[src/rtl/core/bae_pkg.sv]
// Shared constants, types and controller commands of the binary arithmetic encoder.
`default_nettype none

package bae_pkg;

  // Coder precision and counter widths
  localparam int PRECISION = 32;
  localparam int PEND_W    = 8;
  localparam int PROB_W    = 32;
  localparam int SYM_W     = 8;
  localparam int NUM_DEC   = 2 * SYM_W;
  localparam int DEC_W     = $clog2(NUM_DEC + 1);
  localparam int MAX_BYTES = 64;
  localparam int CNT_W     = $clog2(MAX_BYTES + 1);
  localparam int BYTE_W    = 8;
  localparam int POS_W     = 3;

  localparam logic [PROB_W-1:0] PROB_RESET = PROB_W'(64'h8000_0000);
  localparam logic [PROB_W-1:0] VAL_MASK   = PROB_W'((64'd1 << PRECISION) - 64'd1);
  localparam logic [PEND_W-1:0] PEND_MAX   = {PEND_W{1'b1}};
  localparam logic [CNT_W-1:0]  BYTE_LIMIT = CNT_W'(MAX_BYTES);
  localparam logic [DEC_W-1:0]  DEC_LAST   = DEC_W'(NUM_DEC);
  localparam logic [POS_W-1:0]  POS_TOP    = {POS_W{1'b1}};

  typedef enum logic [3:0] {
    ST_IDLE,
    ST_MUL,
    ST_MID,
    ST_RENORM,
    ST_PEND,
    ST_TERM,
    ST_TPEND,
    ST_TPAD,
    ST_DONE
  } bae_state_t;

  // Commands from the controller to the datapath
  typedef struct packed {
    logic load;
    logic mul;
    logic decide;
    logic renorm;
    logic pend;
    logic term;
    logic pad;
    logic finish;
  } bae_cmd_t;

  // Status from the datapath to the controller
  typedef struct packed {
    logic range_ge_half;
    logic emit_case;
    logic pend_nz;
    logic pend_one;
    logic dec_done;
    logic flush;
    logic stall;
    logic out_free;
  } bae_status_t;

endpackage

`default_nettype wire

[src/rtl/core/bae_ctrl.sv]
// Sequencing state machine of the binary arithmetic encoder.
`default_nettype none

module bae_ctrl
  import bae_pkg::*;
(
  input  wire          clk,
  input  wire          rst,
  input  wire          s_tvalid,
  output logic         s_tready,
  input  bae_status_t  status,
  output bae_cmd_t     cmd
);

  bae_state_t state;
  bae_state_t state_next;

  // Hold the state
  always_ff @(posedge clk) begin
    if (rst) begin
      state <= ST_IDLE;
    end else begin
      state <= state_next;
    end
  end

  // Pick the next step and issue its command
  always_comb begin
    state_next = state;
    cmd        = '0;
    s_tready   = 1'b0;
    case (state)
      ST_IDLE: begin
        s_tready = 1'b1;
        if (s_tvalid) begin
          cmd.load   = 1'b1;
          state_next = ST_MUL;
        end
      end
      ST_MUL: begin
        cmd.mul    = 1'b1;
        state_next = ST_MID;
      end
      ST_MID: begin
        cmd.decide = 1'b1;
        state_next = ST_RENORM;
      end
      ST_RENORM: begin
        if (status.range_ge_half) begin
          if (!status.dec_done) begin
            state_next = ST_MUL;
          end else if (status.flush) begin
            state_next = ST_TERM;
          end else begin
            state_next = ST_DONE;
          end
        end else if (!status.stall) begin
          cmd.renorm = 1'b1;
          if (status.emit_case && status.pend_nz) begin
            state_next = ST_PEND;
          end
        end
      end
      ST_PEND: begin
        if (!status.stall) begin
          cmd.pend = 1'b1;
          if (status.pend_one) begin
            state_next = ST_RENORM;
          end
        end
      end
      ST_TERM: begin
        if (!status.stall) begin
          cmd.term   = 1'b1;
          state_next = ST_TPEND;
        end
      end
      ST_TPEND: begin
        if (!status.stall) begin
          cmd.pend = 1'b1;
          if (status.pend_one) begin
            state_next = ST_TPAD;
          end
        end
      end
      ST_TPAD: begin
        if (!status.stall) begin
          cmd.pad    = 1'b1;
          state_next = ST_DONE;
        end
      end
      ST_DONE: begin
        if (status.out_free) begin
          cmd.finish = 1'b1;
          state_next = ST_IDLE;
        end
      end
      default: begin
        state_next = ST_IDLE;
      end
    endcase
  end

endmodule

`default_nettype wire

[src/rtl/core/bae_datapath.sv]
// Interval registers, split multiplier, bit packer and output stage of the encoder.
`default_nettype none

module bae_datapath
  import bae_pkg::*;
(
  input  wire                  clk,
  input  wire                  rst,
  input  wire                  cfg_valid,
  input  wire [PROB_W-1:0]     cfg_data,
  input  wire [2*SYM_W-1:0]    s_tdata,
  input  wire                  s_tuser,
  output logic                 m_tvalid,
  input  wire                  m_tready,
  output logic [BYTE_W-1:0]    m_tdata,
  output logic                 m_tlast,
  input  bae_cmd_t             cmd,
  output bae_status_t          status
);

  localparam int TOP = PRECISION - 1;

  logic [PROB_W-1:0]    prob;
  logic [PRECISION-1:0] low;
  logic [PRECISION-1:0] range;
  logic                 carry;
  logic [PEND_W-1:0]    pend;
  logic [POS_W-1:0]     pos;
  logic [BYTE_W-1:0]    shifter;
  logic [2*SYM_W-1:0]   sym;
  logic                 flush;
  logic [DEC_W-1:0]     dec_cnt;
  logic [2*PROB_W-1:0]  prod;
  logic                 emit_bit;
  logic [BYTE_W-1:0]    held;
  logic                 held_valid;
  logic [CNT_W-1:0]     byte_cnt;

  logic [PROB_W-1:0]    range_ext;
  logic [PROB_W-1:0]    low_ext;
  logic [2*PROB_W-1:0]  mid_sum;
  logic [PROB_W-1:0]    mid;
  logic                 low_ovf;
  logic [PRECISION-1:0] low_add;
  logic [PRECISION-1:0] range_sub;
  logic [PRECISION-1:0] range_zero;
  logic [PEND_W-1:0]    pend_inc;
  logic                 emit_en;
  logic                 emit_val;
  logic [BYTE_W-1:0]    shifter_or;
  logic [POS_W-1:0]     pos_inc;
  logic                 byte_put;
  logic [BYTE_W-1:0]    byte_val;

  // Split arithmetic
  assign range_ext  = PROB_W'(range);
  assign low_ext    = PROB_W'(low);
  assign mid_sum    = prod + {{PROB_W{1'b0}}, prob};
  assign mid        = mid_sum[2*PROB_W-1:PROB_W];
  assign low_ovf    = mid > (VAL_MASK - low_ext);
  assign low_add    = PRECISION'(low_ext + mid);
  assign range_sub  = PRECISION'(range_ext - mid);
  assign range_zero = PRECISION'(mid - PROB_W'(1));
  assign pend_inc   = (pend == PEND_MAX) ? pend : pend + PEND_W'(1);

  // Select the bit to emit this cycle
  always_comb begin
    emit_en  = 1'b0;
    emit_val = 1'b0;
    if (cmd.renorm) begin
      emit_en  = carry | ~low[TOP];
      emit_val = carry;
    end else if (cmd.term) begin
      emit_en  = 1'b1;
      emit_val = carry | low[TOP];
    end else if (cmd.pend) begin
      emit_en  = 1'b1;
      emit_val = ~emit_bit;
    end
  end

  // Pack bits into the byte shifter
  assign shifter_or = emit_val ? (shifter | 8'h80) : shifter;
  assign pos_inc    = pos + POS_W'(1);
  assign byte_put   = (emit_en && (pos_inc == '0)) || cmd.pad;
  assign byte_val   = cmd.pad ? (shifter >> (POS_TOP - pos)) : shifter_or;

  always_ff @(posedge clk) begin
    if (rst) begin
      prob       <= PROB_RESET;
      low        <= '0;
      range      <= '0;
      carry      <= 1'b0;
      pend       <= '0;
      pos        <= '0;
      shifter    <= '0;
      held_valid <= 1'b0;
      byte_cnt   <= '0;
      m_tvalid   <= 1'b0;
      dec_cnt    <= '0;
    end else begin
      if (cfg_valid) begin
        prob <= cfg_data;
      end

      // Latch the beat
      if (cmd.load) begin
        sym     <= s_tdata;
        flush   <= s_tuser;
        dec_cnt <= '0;
      end

      if (cmd.mul) begin
        prod <= (2*PROB_W)'(range_ext) * (2*PROB_W)'(prob);
      end

      // Code one decision
      if (cmd.decide) begin
        if (sym[0]) begin
          range <= range_sub;
          low   <= low_add;
          if (low_ovf) begin
            carry <= 1'b1;
          end
        end else begin
          range <= range_zero;
        end
        sym     <= sym >> 1;
        dec_cnt <= dec_cnt + DEC_W'(1);
      end

      // One renormalization step
      if (cmd.renorm) begin
        if (carry) begin
          carry <= low[TOP];
        end else if (low[TOP]) begin
          pend <= pend_inc;
        end
        emit_bit <= emit_val;
        low      <= low << 1;
        range    <= {range[PRECISION-2:0], 1'b1};
      end

      if (cmd.pend) begin
        pend <= pend - PEND_W'(1);
      end

      if (cmd.term) begin
        pend     <= pend_inc;
        emit_bit <= emit_val;
      end

      // Advance the bit packer
      if (emit_en) begin
        pos     <= pos_inc;
        shifter <= (pos_inc == '0) ? '0 : (shifter_or >> 1);
      end

      // Keep one byte back so the last one of the item can be marked
      if (byte_put && (byte_cnt < BYTE_LIMIT)) begin
        held       <= byte_val;
        held_valid <= 1'b1;
        byte_cnt   <= byte_cnt + CNT_W'(1);
      end

      // Present the held byte, or drain the output register
      if (byte_put && (byte_cnt < BYTE_LIMIT) && held_valid) begin
        m_tdata  <= held;
        m_tlast  <= 1'b0;
        m_tvalid <= 1'b1;
      end else if (cmd.finish && held_valid) begin
        m_tdata  <= held;
        m_tlast  <= 1'b1;
        m_tvalid <= 1'b1;
      end else if (m_tvalid && m_tready) begin
        m_tvalid <= 1'b0;
      end

      // Return to the start of a new stream
      if (cmd.pad) begin
        low     <= '0;
        range   <= '0;
        carry   <= 1'b0;
        pend    <= '0;
        pos     <= '0;
        shifter <= '0;
      end

      // Close the item after its last byte is released
      if (cmd.finish) begin
        held_valid <= 1'b0;
        byte_cnt   <= '0;
      end
    end
  end

  // Report to the controller
  assign status.range_ge_half = range[TOP];
  assign status.emit_case     = carry | ~low[TOP];
  assign status.pend_nz       = pend != '0;
  assign status.pend_one      = pend == PEND_W'(1);
  assign status.dec_done      = dec_cnt == DEC_LAST;
  assign status.flush         = flush;
  assign status.stall         = held_valid & m_tvalid & ~m_tready;
  assign status.out_free      = ~m_tvalid | m_tready;

endmodule

`default_nettype wire

[src/rtl/core/binary_arithmetic_encoder.sv]
// Top level of the binary arithmetic encoder: controller plus datapath.
// Each decision steps through multiply, split and range check, followed by any renormalization
// shifts and pending bits released; an item is accepted, coded and finished in turn.
// A flush adds termination, its pending drain and the pad; a waiting output byte stalls them.
// Items are coded one at a time: a new item is accepted only while idle.
// Reset: rst (synchronous) clears the interval, counters and output; probability 0x80000000.
`default_nettype none

module binary_arithmetic_encoder
  import bae_pkg::*;
(
  input  wire                clk,
  input  wire                rst,
  input  wire                cfg_valid,
  output logic               cfg_ready,
  input  wire [PROB_W-1:0]   cfg_data,   // zero_probability
  input  wire                s_tvalid,
  output logic               s_tready,
  input  wire [2*SYM_W-1:0]  s_tdata,    // first_symbol [7:0], second_symbol [15:8]
  input  wire                s_tuser,    // flush
  output logic               m_tvalid,
  input  wire                m_tready,
  output logic [BYTE_W-1:0]  m_tdata,    // code_byte [7:0]
  output logic               m_tlast     // last_of_run
);

  bae_cmd_t    cmd;
  bae_status_t status;

  // Configuration is taken at any time
  assign cfg_ready = 1'b1;

  bae_ctrl u_ctrl (
    .clk      (clk),
    .rst      (rst),
    .s_tvalid (s_tvalid),
    .s_tready (s_tready),
    .status   (status),
    .cmd      (cmd)
  );

  bae_datapath u_datapath (
    .clk       (clk),
    .rst       (rst),
    .cfg_valid (cfg_valid),
    .cfg_data  (cfg_data),
    .s_tdata   (s_tdata),
    .s_tuser   (s_tuser),
    .m_tvalid  (m_tvalid),
    .m_tready  (m_tready),
    .m_tdata   (m_tdata),
    .m_tlast   (m_tlast),
    .cmd       (cmd),
    .status    (status)
  );

endmodule

`default_nettype wire
[config.mk]
export PLATFORM = sky130hd
export DESIGN_NAME = binary_arithmetic_encoder
export DESIGN_NICKNAME = d
export VERILOG_FILES = /design/src/rtl/core/bae_pkg.sv /design/src/rtl/core/bae_ctrl.sv /design/src/rtl/core/bae_datapath.sv /design/src/rtl/core/binary_arithmetic_encoder.sv
export SDC_FILE = /design/constraint.sdc
export NUM_CORES = 2
export LEC_CHECK = 0
export ABC_AREA = 1
export BUFFER_PORTS_ARGS = -buffer_cell sky130_fd_sc_hd__buf_4
export CAP_MARGIN = 0
export CORE_MARGIN = 3
export CORE_UTILIZATION = 45
export DETAILED_ROUTE_END_ITERATION = 16
export GPL_TIMING_DRIVEN = 0
export SYNTH_ARGS = -nofsm -noshare
export SYNTH_HDL_FRONTEND = slang
export SYNTH_SLANG_ARGS = --single-unit
[constraint.sdc]
create_clock -name clk -period 11 [get_ports clk]
set_clock_uncertainty 0.1 [all_clocks]
set_input_delay 3.3 -clock clk [delete_from_list [all_inputs] [get_ports clk]]
set_output_delay 3.3 -clock clk [all_outputs]
set_load 0.03 [all_outputs]
## After elaboration in Yosys (flattened, before gate mapping)

Cells that the tools add are included.

- Bits in registers: 233
- Input port bits: 54
- Output and inout bits: 12
- Word-level logic and storage cells: 165

- Add/sub/neg operators: 11
- $mul: 1
- Magnitude comparators: 2
- Equal/unequal tests: 22
- Shift operators: 1
- Mux-type cells: 65
- Bitwise operators: 10
- Reduce and logical (&&, ||, !) cells: 32

Operators with widths:

| operator | number |
|---|---|
| two-way mux 32 bit | 6 |
| two-way mux 8 bit | 10 |
| adder 64 x 32 -> 64 bit | 1 |
| multiplier 32 x 32 -> 64 bit | 1 |
| two-way mux 4 bit | 13 |
| one-hot mux 4 bit (9 select lines) | 1 |
| adder 32 bit | 1 |
| > comparator 32 bit | 1 |
| subtractor 32 x 1 -> 32 bit, second input constant | 1 |
| subtractor 32 bit | 1 |
| subtractor 32 bit, first input constant | 1 |
| two-way mux 1 bit | 30 |
| == test 4 x 3 -> 1 bit, second input constant | 4 |
| two-way mux 16 bit | 1 |
| != test 2 bit, second input constant | 8 |
| AND reduction 2 bit | 8 |
| two-way mux 15 bit | 1 |
| two-way mux 5 bit | 2 |
| AND reduction 10 bit | 1 |
| nonzero test 2 bit | 5 |
| nonzero test 3 bit | 3 |
| adder 8 x 1 -> 8 bit, second input constant | 1 |
| == test 4 x 2 -> 1 bit, second input constant | 2 |
| == test 8 x 1 -> 1 bit, second input constant | 1 |
| other kinds (26) | 40 |

## Depth between registers and ports, before layout

- Depth in word-level cells: 13
- Gate-level depth with buffers: 32
- Gate-level depth less buffers: 31

## Cells and area by module

From an unflattened synthesis, not the netlist that was laid out.

- Cell total of the unflattened synthesis: 7273
- Area, all modules: 52466.6 um^2

Modules (own cells, without submodules):

| module | times used | cells an instance | area an instance (um^2) | seq. area each (um^2) |
|---|---|---|---|---|
| bae_datapath | 1 | 7189 | 51974.8 | 5555.3 |
| bae_ctrl | 1 | 82 | 480.5 | 80.1 |
| binary_arithmetic_encoder | 1 | 2 | 11.3 | 0.0 |

## Least setup slack after synthesis

Ideal clock, no wire load.

- Kind: input to register
- From: input rst
- To: register u_datapath.prod[0], enable pin
- Library setup time: 0.651 ns
- Data arrival time: 9.579 ns
- Required time: 10.249 ns
- Path slack: 0.670 ns
- Stages on the path: 1
- Buffers on the path: 0
- Cells stage by stage: nor4_1

- Longest elaborated chain between the ends: 2

Ends and longest elaborated chain:

| element | RTL line | source |
|---|---|---|
| start, declared | binary_arithmetic_encoder.sv:13 | `input wire rst,` |
| NOT 1 bit (no line) | -- |  |
| AND reduction 2 bit (no line) | -- |  |
| end signal, assigned | bae_datapath.sv:114 | `prod <= (2*PROB_W)'(range_ext) * (2*PROB_W)'(prob);` |
| end, declared | bae_datapath.sv:33 | `logic [2*PROB_W-1:0] prod;` |

Every way passes these cells.
A chain may end at the register's enable or synchronous reset.

## Worst setup path in the final report

- From: register u_datapath.prob[11]
- To: register u_datapath.prod[61] (data pin)

- Longest elaborated chain between the ends: 1

Ends and longest elaborated chain:

| element | RTL line | source |
|---|---|---|
| start, declared | bae_datapath.sv:23 | `logic [PROB_W-1:0] prob;` |
| start signal, assigned | bae_datapath.sv:103 | `prob <= cfg_data;` |
| multiplier 32 x 32 -> 64 bit | bae_datapath.sv:114 |  |

Every way passes these cells.

==> flow_summary.json <==
{
  "routed_via_density": 5.414,
  "grt_pass1_wl_mm": 313.0,
  "max_cap_viol_count": 3,
  "clk_root_buffer_cell": "sky130_fd_sc_hd__clkbuf_16",
  "area_growth_pct": 6.420,
  "die_height_um": 348.0,
  "synth_nets": 8587,
  "count_of_nets_after_finishing": 8687,
  "async_reset_ff_share_pct": 0,
  "synth-edff-count": 99,
  "power.leakage_nw": 32.10,
  "design.die.area_um2": 121100,
  "yosysUniqueCellTypes": 63,
  "ff2ff_path_depth": 24,
  "yosys_register_bits": 232,
  "maximum_achievable_frequency_mhz": 101.9,
  "tritoncts": "yes",
  "hold-path-cell-count": 0,
  "grt_max_degree": 17,
  "critPathArrivalTime_ns": 10.05,
  "drt_wirelength_mm": 213.7,
  "timing.critical_path.to_type": "flip-flop",
  "hold-worst-slack_ns": 0.3169,
  "grt.total_usage_pct": 35.32,
  "mostFrequentLayoutCell": "sky130_fd_sc_hd__nand2_1",
  "cts_post_setup_buffers_inserted": 0,
  "syn-mean-instance-area_um2": 7.241,
  "fraction_of_the_yosys_area_taken_by_sequential_cells_pct": 10.71,
  "final_cell_mix": "1953 x sky130_fd_sc_hd__nand2_1, 1943 x sky130_fd_sc_hd__inv_1, 898 x sky130_fd_sc_hd__fa_1",
  "initial_antenna_violation_count": 12,
  "io_buffer_count": 64,
  "run_status": "complete, but fails checks",
  "initial_utilization_pct": 45.71,
  "timing_max_transition_violations_final": 33,
  "timing.hold.worst.class": "reg2reg",
  "clock_tree.htree_level_count": 1,
  "hold_path_end": "u_datapath.m_tdata[1]$_DFFE_PP_",
  "first_global_vias": 47300,
  "worst_ir_drop_vdd_mv": 0.3270,
  "clkLatencyLatePin_ns": 0.60,
  "layout.core_utilization_pct": 48.65,
  "final_min_period_over_clock_period_pct": 89.24,
  "clkTransAtPathRegs_ns": 0.06,
  "layoutNonFillerInstCount": 8907,
  "grt_setup_unrepaired": "no",
  "detail-route-antenna-nets": 0,
  "slew-limit-headroom_pct": -4.741,
  "post-route-drc-count": 0,
  "critical_path.startpoint_type": "flip-flop",
  "routed-via-count": 48220,
  "design.core.area_um2": 115100,
  "post-route-min-period_ns": 9.817,
  "hold_viol_final": 0,
  "dpl_worst_slack_ns": 1.555,
  "synthesis.area_um2": 52620,
  "dp_cells": 8850,
  "report.final.setup_viol": 0,
  "cts_hold_buf": 0,
  "placement.cell_area_um2": 55060,
  "post_route_cells_drive_above_1_share_pct": 3.993,
  "gp_routability_congestion": 1.091,
  "failed_checks": "max-capacitance violations, max-slew violations",
  "boundary_pin_count": 66,
  "syn-instance-count": 7267,
  "r2r-end": "u_datapath.prod[61]$_DFFE_PP_",
  "hold_path_startpoint": "u_datapath.held[1]$_DFFE_PP_",
  "worstMarginPinSlew_ns": 1.571,
  "grt_overflow_total": 0,
  "dp.final_hpwl_mm": 179.0,
  "critical_path_required_ns": 11.23,
  "synthesis.yosys.warnings": 0,
  "top_flip_flop_cell_by_instance_count_after_synthesis": "sky130_fd_sc_hd__dfxtp_1",
  "dr.first_iter.drc_count": 5672,
  "cts-buffers-inserted": 27,
  "row_count": 124,
  "final_design_area_no_fill_um2": 56000,
  "power_per_cell_area_nw_per_um2": 247.4,
  "detail_route.first_pass.iterations": 8,
  "area_of_the_multi_input_gates_um2": 38410,
  "cts.sink_count": 232,
  "ff_latch_area_um2": 5635,
  "fillerInstances": 11830,
  "criticalPathCategory": "reg2reg",
  "setup.reg_to_reg.worst_slack_ns": 1.18,
  "final.setup.worst_slack_ns": 1.183,
  "crit_path_max_fanout": 10,
  "cts_resized": 0,
  "wl_per_cell_um": 23.99,
  "critical_path.reg2reg.startpoint": "u_datapath.prob[11]$_SDFFE_PP0P_",
  "floorplan.die.width_um": 348.0,
  "max-clock-path-buffers": 3
}
==> cells by family (layout without fill, tap and decap cells) <==
group           Yosys count  count (layout)  share of synthesized area (%)
simple gates           2738            2738                          21.42
buf+inv                2282            2403                          16.32
fa+ha+maj              1266            1266                          42.91
compound gates          667             667                          7.278
flops                   232             232                          10.71
xor+xnor                 81              81                          1.348
other cells               1               8                       0.007126
==> layer usage <==
layer | GRT usage (%) | up-vias | share of wire (%)
met4 | 15.41 | 12 | 5.1
met5 | 0 | - | 0.030
met3 | 10.30 | 440 | 12
met1 | 49.11 | 23550 | 42
met2 | 51.10 | 2651 | 41
li1 | - | 21570 | -
==> cell type report <==
class	instances	share of cell area (%)
clock inverters	15	0.2435
inverters	1973	13.23
flip-flops and latches	232	10.06
clock buffers	35	1.405
plain buffers	309	2.109
well taps	1512	3.378
multi-input cells	4753	68.58
repair buffers	71	0.9585
diodes	7	0.03128
==> critical path, stage by stage (launching register included) <==
cell and delay, ns:
sky130_fd_sc_hd__dfxtp_1 0.35, sky130_fd_sc_hd__clkbuf_1 1.06, sky130_fd_sc_hd__clkbuf_1 0.78, sky130_fd_sc_hd__nand2_1 0.18, sky130_fd_sc_hd__fa_1 0.59, sky130_fd_sc_hd__fa_1 0.50
sky130_fd_sc_hd__fa_1 0.53, sky130_fd_sc_hd__fa_1 0.51, sky130_fd_sc_hd__inv_1 0.08, sky130_fd_sc_hd__fa_1 0.71, sky130_fd_sc_hd__fa_1 0.49, sky130_fd_sc_hd__fa_1 0.49
sky130_fd_sc_hd__inv_1 0.05, sky130_fd_sc_hd__fa_1 0.49, sky130_fd_sc_hd__inv_1 0.14, sky130_fd_sc_hd__ha_1 0.46, sky130_fd_sc_hd__nand2_1 0.13, sky130_fd_sc_hd__nor2_1 0.20
sky130_fd_sc_hd__inv_1 0.08, sky130_fd_sc_hd__nor4_1 0.45, sky130_fd_sc_hd__nand3_1 0.13, sky130_fd_sc_hd__o211ai_1 0.60, sky130_fd_sc_hd__nand3_1 0.15, sky130_fd_sc_hd__o211ai_1 0.16
sky130_fd_sc_hd__xor2_1 0.10
==> Yosys cell counts (5+ instances only) <==
cell / count / area [um^2]
sky130_fd_sc_hd__a21oi_2: 10 / 87.58
sky130_fd_sc_hd__a211oi_1: 8 / 60.06
sky130_fd_sc_hd__inv_1: 1943 / 7293
sky130_fd_sc_hd__buf_2: 5 / 25.02
sky130_fd_sc_hd__nand3_2: 5 / 50.05
sky130_fd_sc_hd__a31oi_1: 65 / 406.6
sky130_fd_sc_hd__nand3b_1: 12 / 90.09
sky130_fd_sc_hd__a21o_1: 19 / 142.6
sky130_fd_sc_hd__a21oi_1: 260 / 1301
sky130_fd_sc_hd__xor2_1: 50 / 437.9
sky130_fd_sc_hd__nand3_1: 175 / 875.8
sky130_fd_sc_hd__or2_2: 17 / 106.4
sky130_fd_sc_hd__o211ai_1: 20 / 150.1
sky130_fd_sc_hd__nor2_2: 27 / 168.9
sky130_fd_sc_hd__a22o_1: 7 / 61.31
sky130_fd_sc_hd__inv_2: 25 / 93.84
sky130_fd_sc_hd__nand2_2: 43 / 269.0
sky130_fd_sc_hd__o21bai_1: 11 / 82.58
sky130_fd_sc_hd__o221ai_1: 13 / 113.9
sky130_fd_sc_hd__nand2_1: 1953 / 7331
sky130_fd_sc_hd__nor4_1: 15 / 93.84
sky130_fd_sc_hd__o21a_1: 13 / 97.59
sky130_fd_sc_hd__a221oi_1: 7 / 61.31
sky130_fd_sc_hd__a21boi_0: 7 / 52.55
sky130_fd_sc_hd__nand4_1: 38 / 237.7
sky130_fd_sc_hd__nor3_1: 44 / 220.2
sky130_fd_sc_hd__xnor2_1: 31 / 271.5
sky130_fd_sc_hd__clkbuf_1: 295 / 1107
sky130_fd_sc_hd__nor2_1: 367 / 1378
sky130_fd_sc_hd__nand2_4: 12 / 135.1
sky130_fd_sc_hd__fa_1: 898 / 17980
sky130_fd_sc_hd__o21ai_0: 199 / 996.0
sky130_fd_sc_hd__ha_1: 368 / 4604
sky130_fd_sc_hd__nor2_4: 16 / 180.2
sky130_fd_sc_hd__dfxtp_1: 133 / 2663
sky130_fd_sc_hd__edfxtp_1: 99 / 2973
sky130_fd_sc_hd__o31ai_1: 5 / 37.54
sky130_fd_sc_hd__buf_1: 5 / 18.77
==> flip-flops by register name, summed over array words and instances (netlist names) <==
| register | flops |
|---|---|
| u_datapath.prob | 32 |
| u_datapath.held | 8 |
| u_datapath.carry | 1 |
| u_datapath.byte_cnt | 7 |
| u_datapath.flush | 1 |
| u_datapath.pos | 3 |
| u_datapath.m_tdata | 8 |
| u_datapath.range | 32 |
| u_datapath.sym | 16 |
| u_datapath.m_tlast | 1 |
| u_datapath.m_tvalid | 1 |
| u_datapath.pend | 8 |
| u_datapath.emit_bit | 1 |
| u_datapath.low | 32 |
| u_datapath.shifter | 7 |
| u_datapath.held_valid | 1 |
| u_datapath.dec_cnt | 5 |
| u_ctrl.state | 4 |
| u_datapath.prod | 64 |
==> power breakdown <==
part           internal (mW)  total [mW]  switching, mW
logic                   3.65        11.4           7.75
clock network          0.533       0.949          0.416
registers               1.32        1.50          0.186
==> per-stage QoR <==
stage	power [mW]	TNS [ns]
after floorplan	8.451	0
after global placement	12.37	-125.92
after detailed placement	12.41	0
after CTS	13.47	0
after global routing	14.79	0
final	13.85	0
==> worst max-delay path by stage <==
stage / from / endpoint / slack [ns] / cells after the start
2_1_floorplan: rst / u_datapath.prod[0]$_DFFE_PP_ / 0.67 / 1
3_3_place_gp: rst / u_datapath.prod[59]$_DFFE_PP_ / -1.98 / 2
3_5_place_dp: u_datapath.prob[11]$_SDFFE_PP0P_ / u_datapath.prod[57]$_DFFE_PP_ / 1.56 / 25
4_1_cts: u_datapath.prob[11]$_SDFFE_PP0P_ / u_datapath.prod[57]$_DFFE_PP_ / 1.50 / 25
5_1_grt: u_datapath.prob[11]$_SDFFE_PP0P_ / u_datapath.prod[61]$_DFFE_PP_ / 1.05 / 24
6_report: u_datapath.prob[11]$_SDFFE_PP0P_ / u_datapath.prod[61]$_DFFE_PP_ / 1.18 / 24
Note: power is estimated with default switching activity, not from simulation.
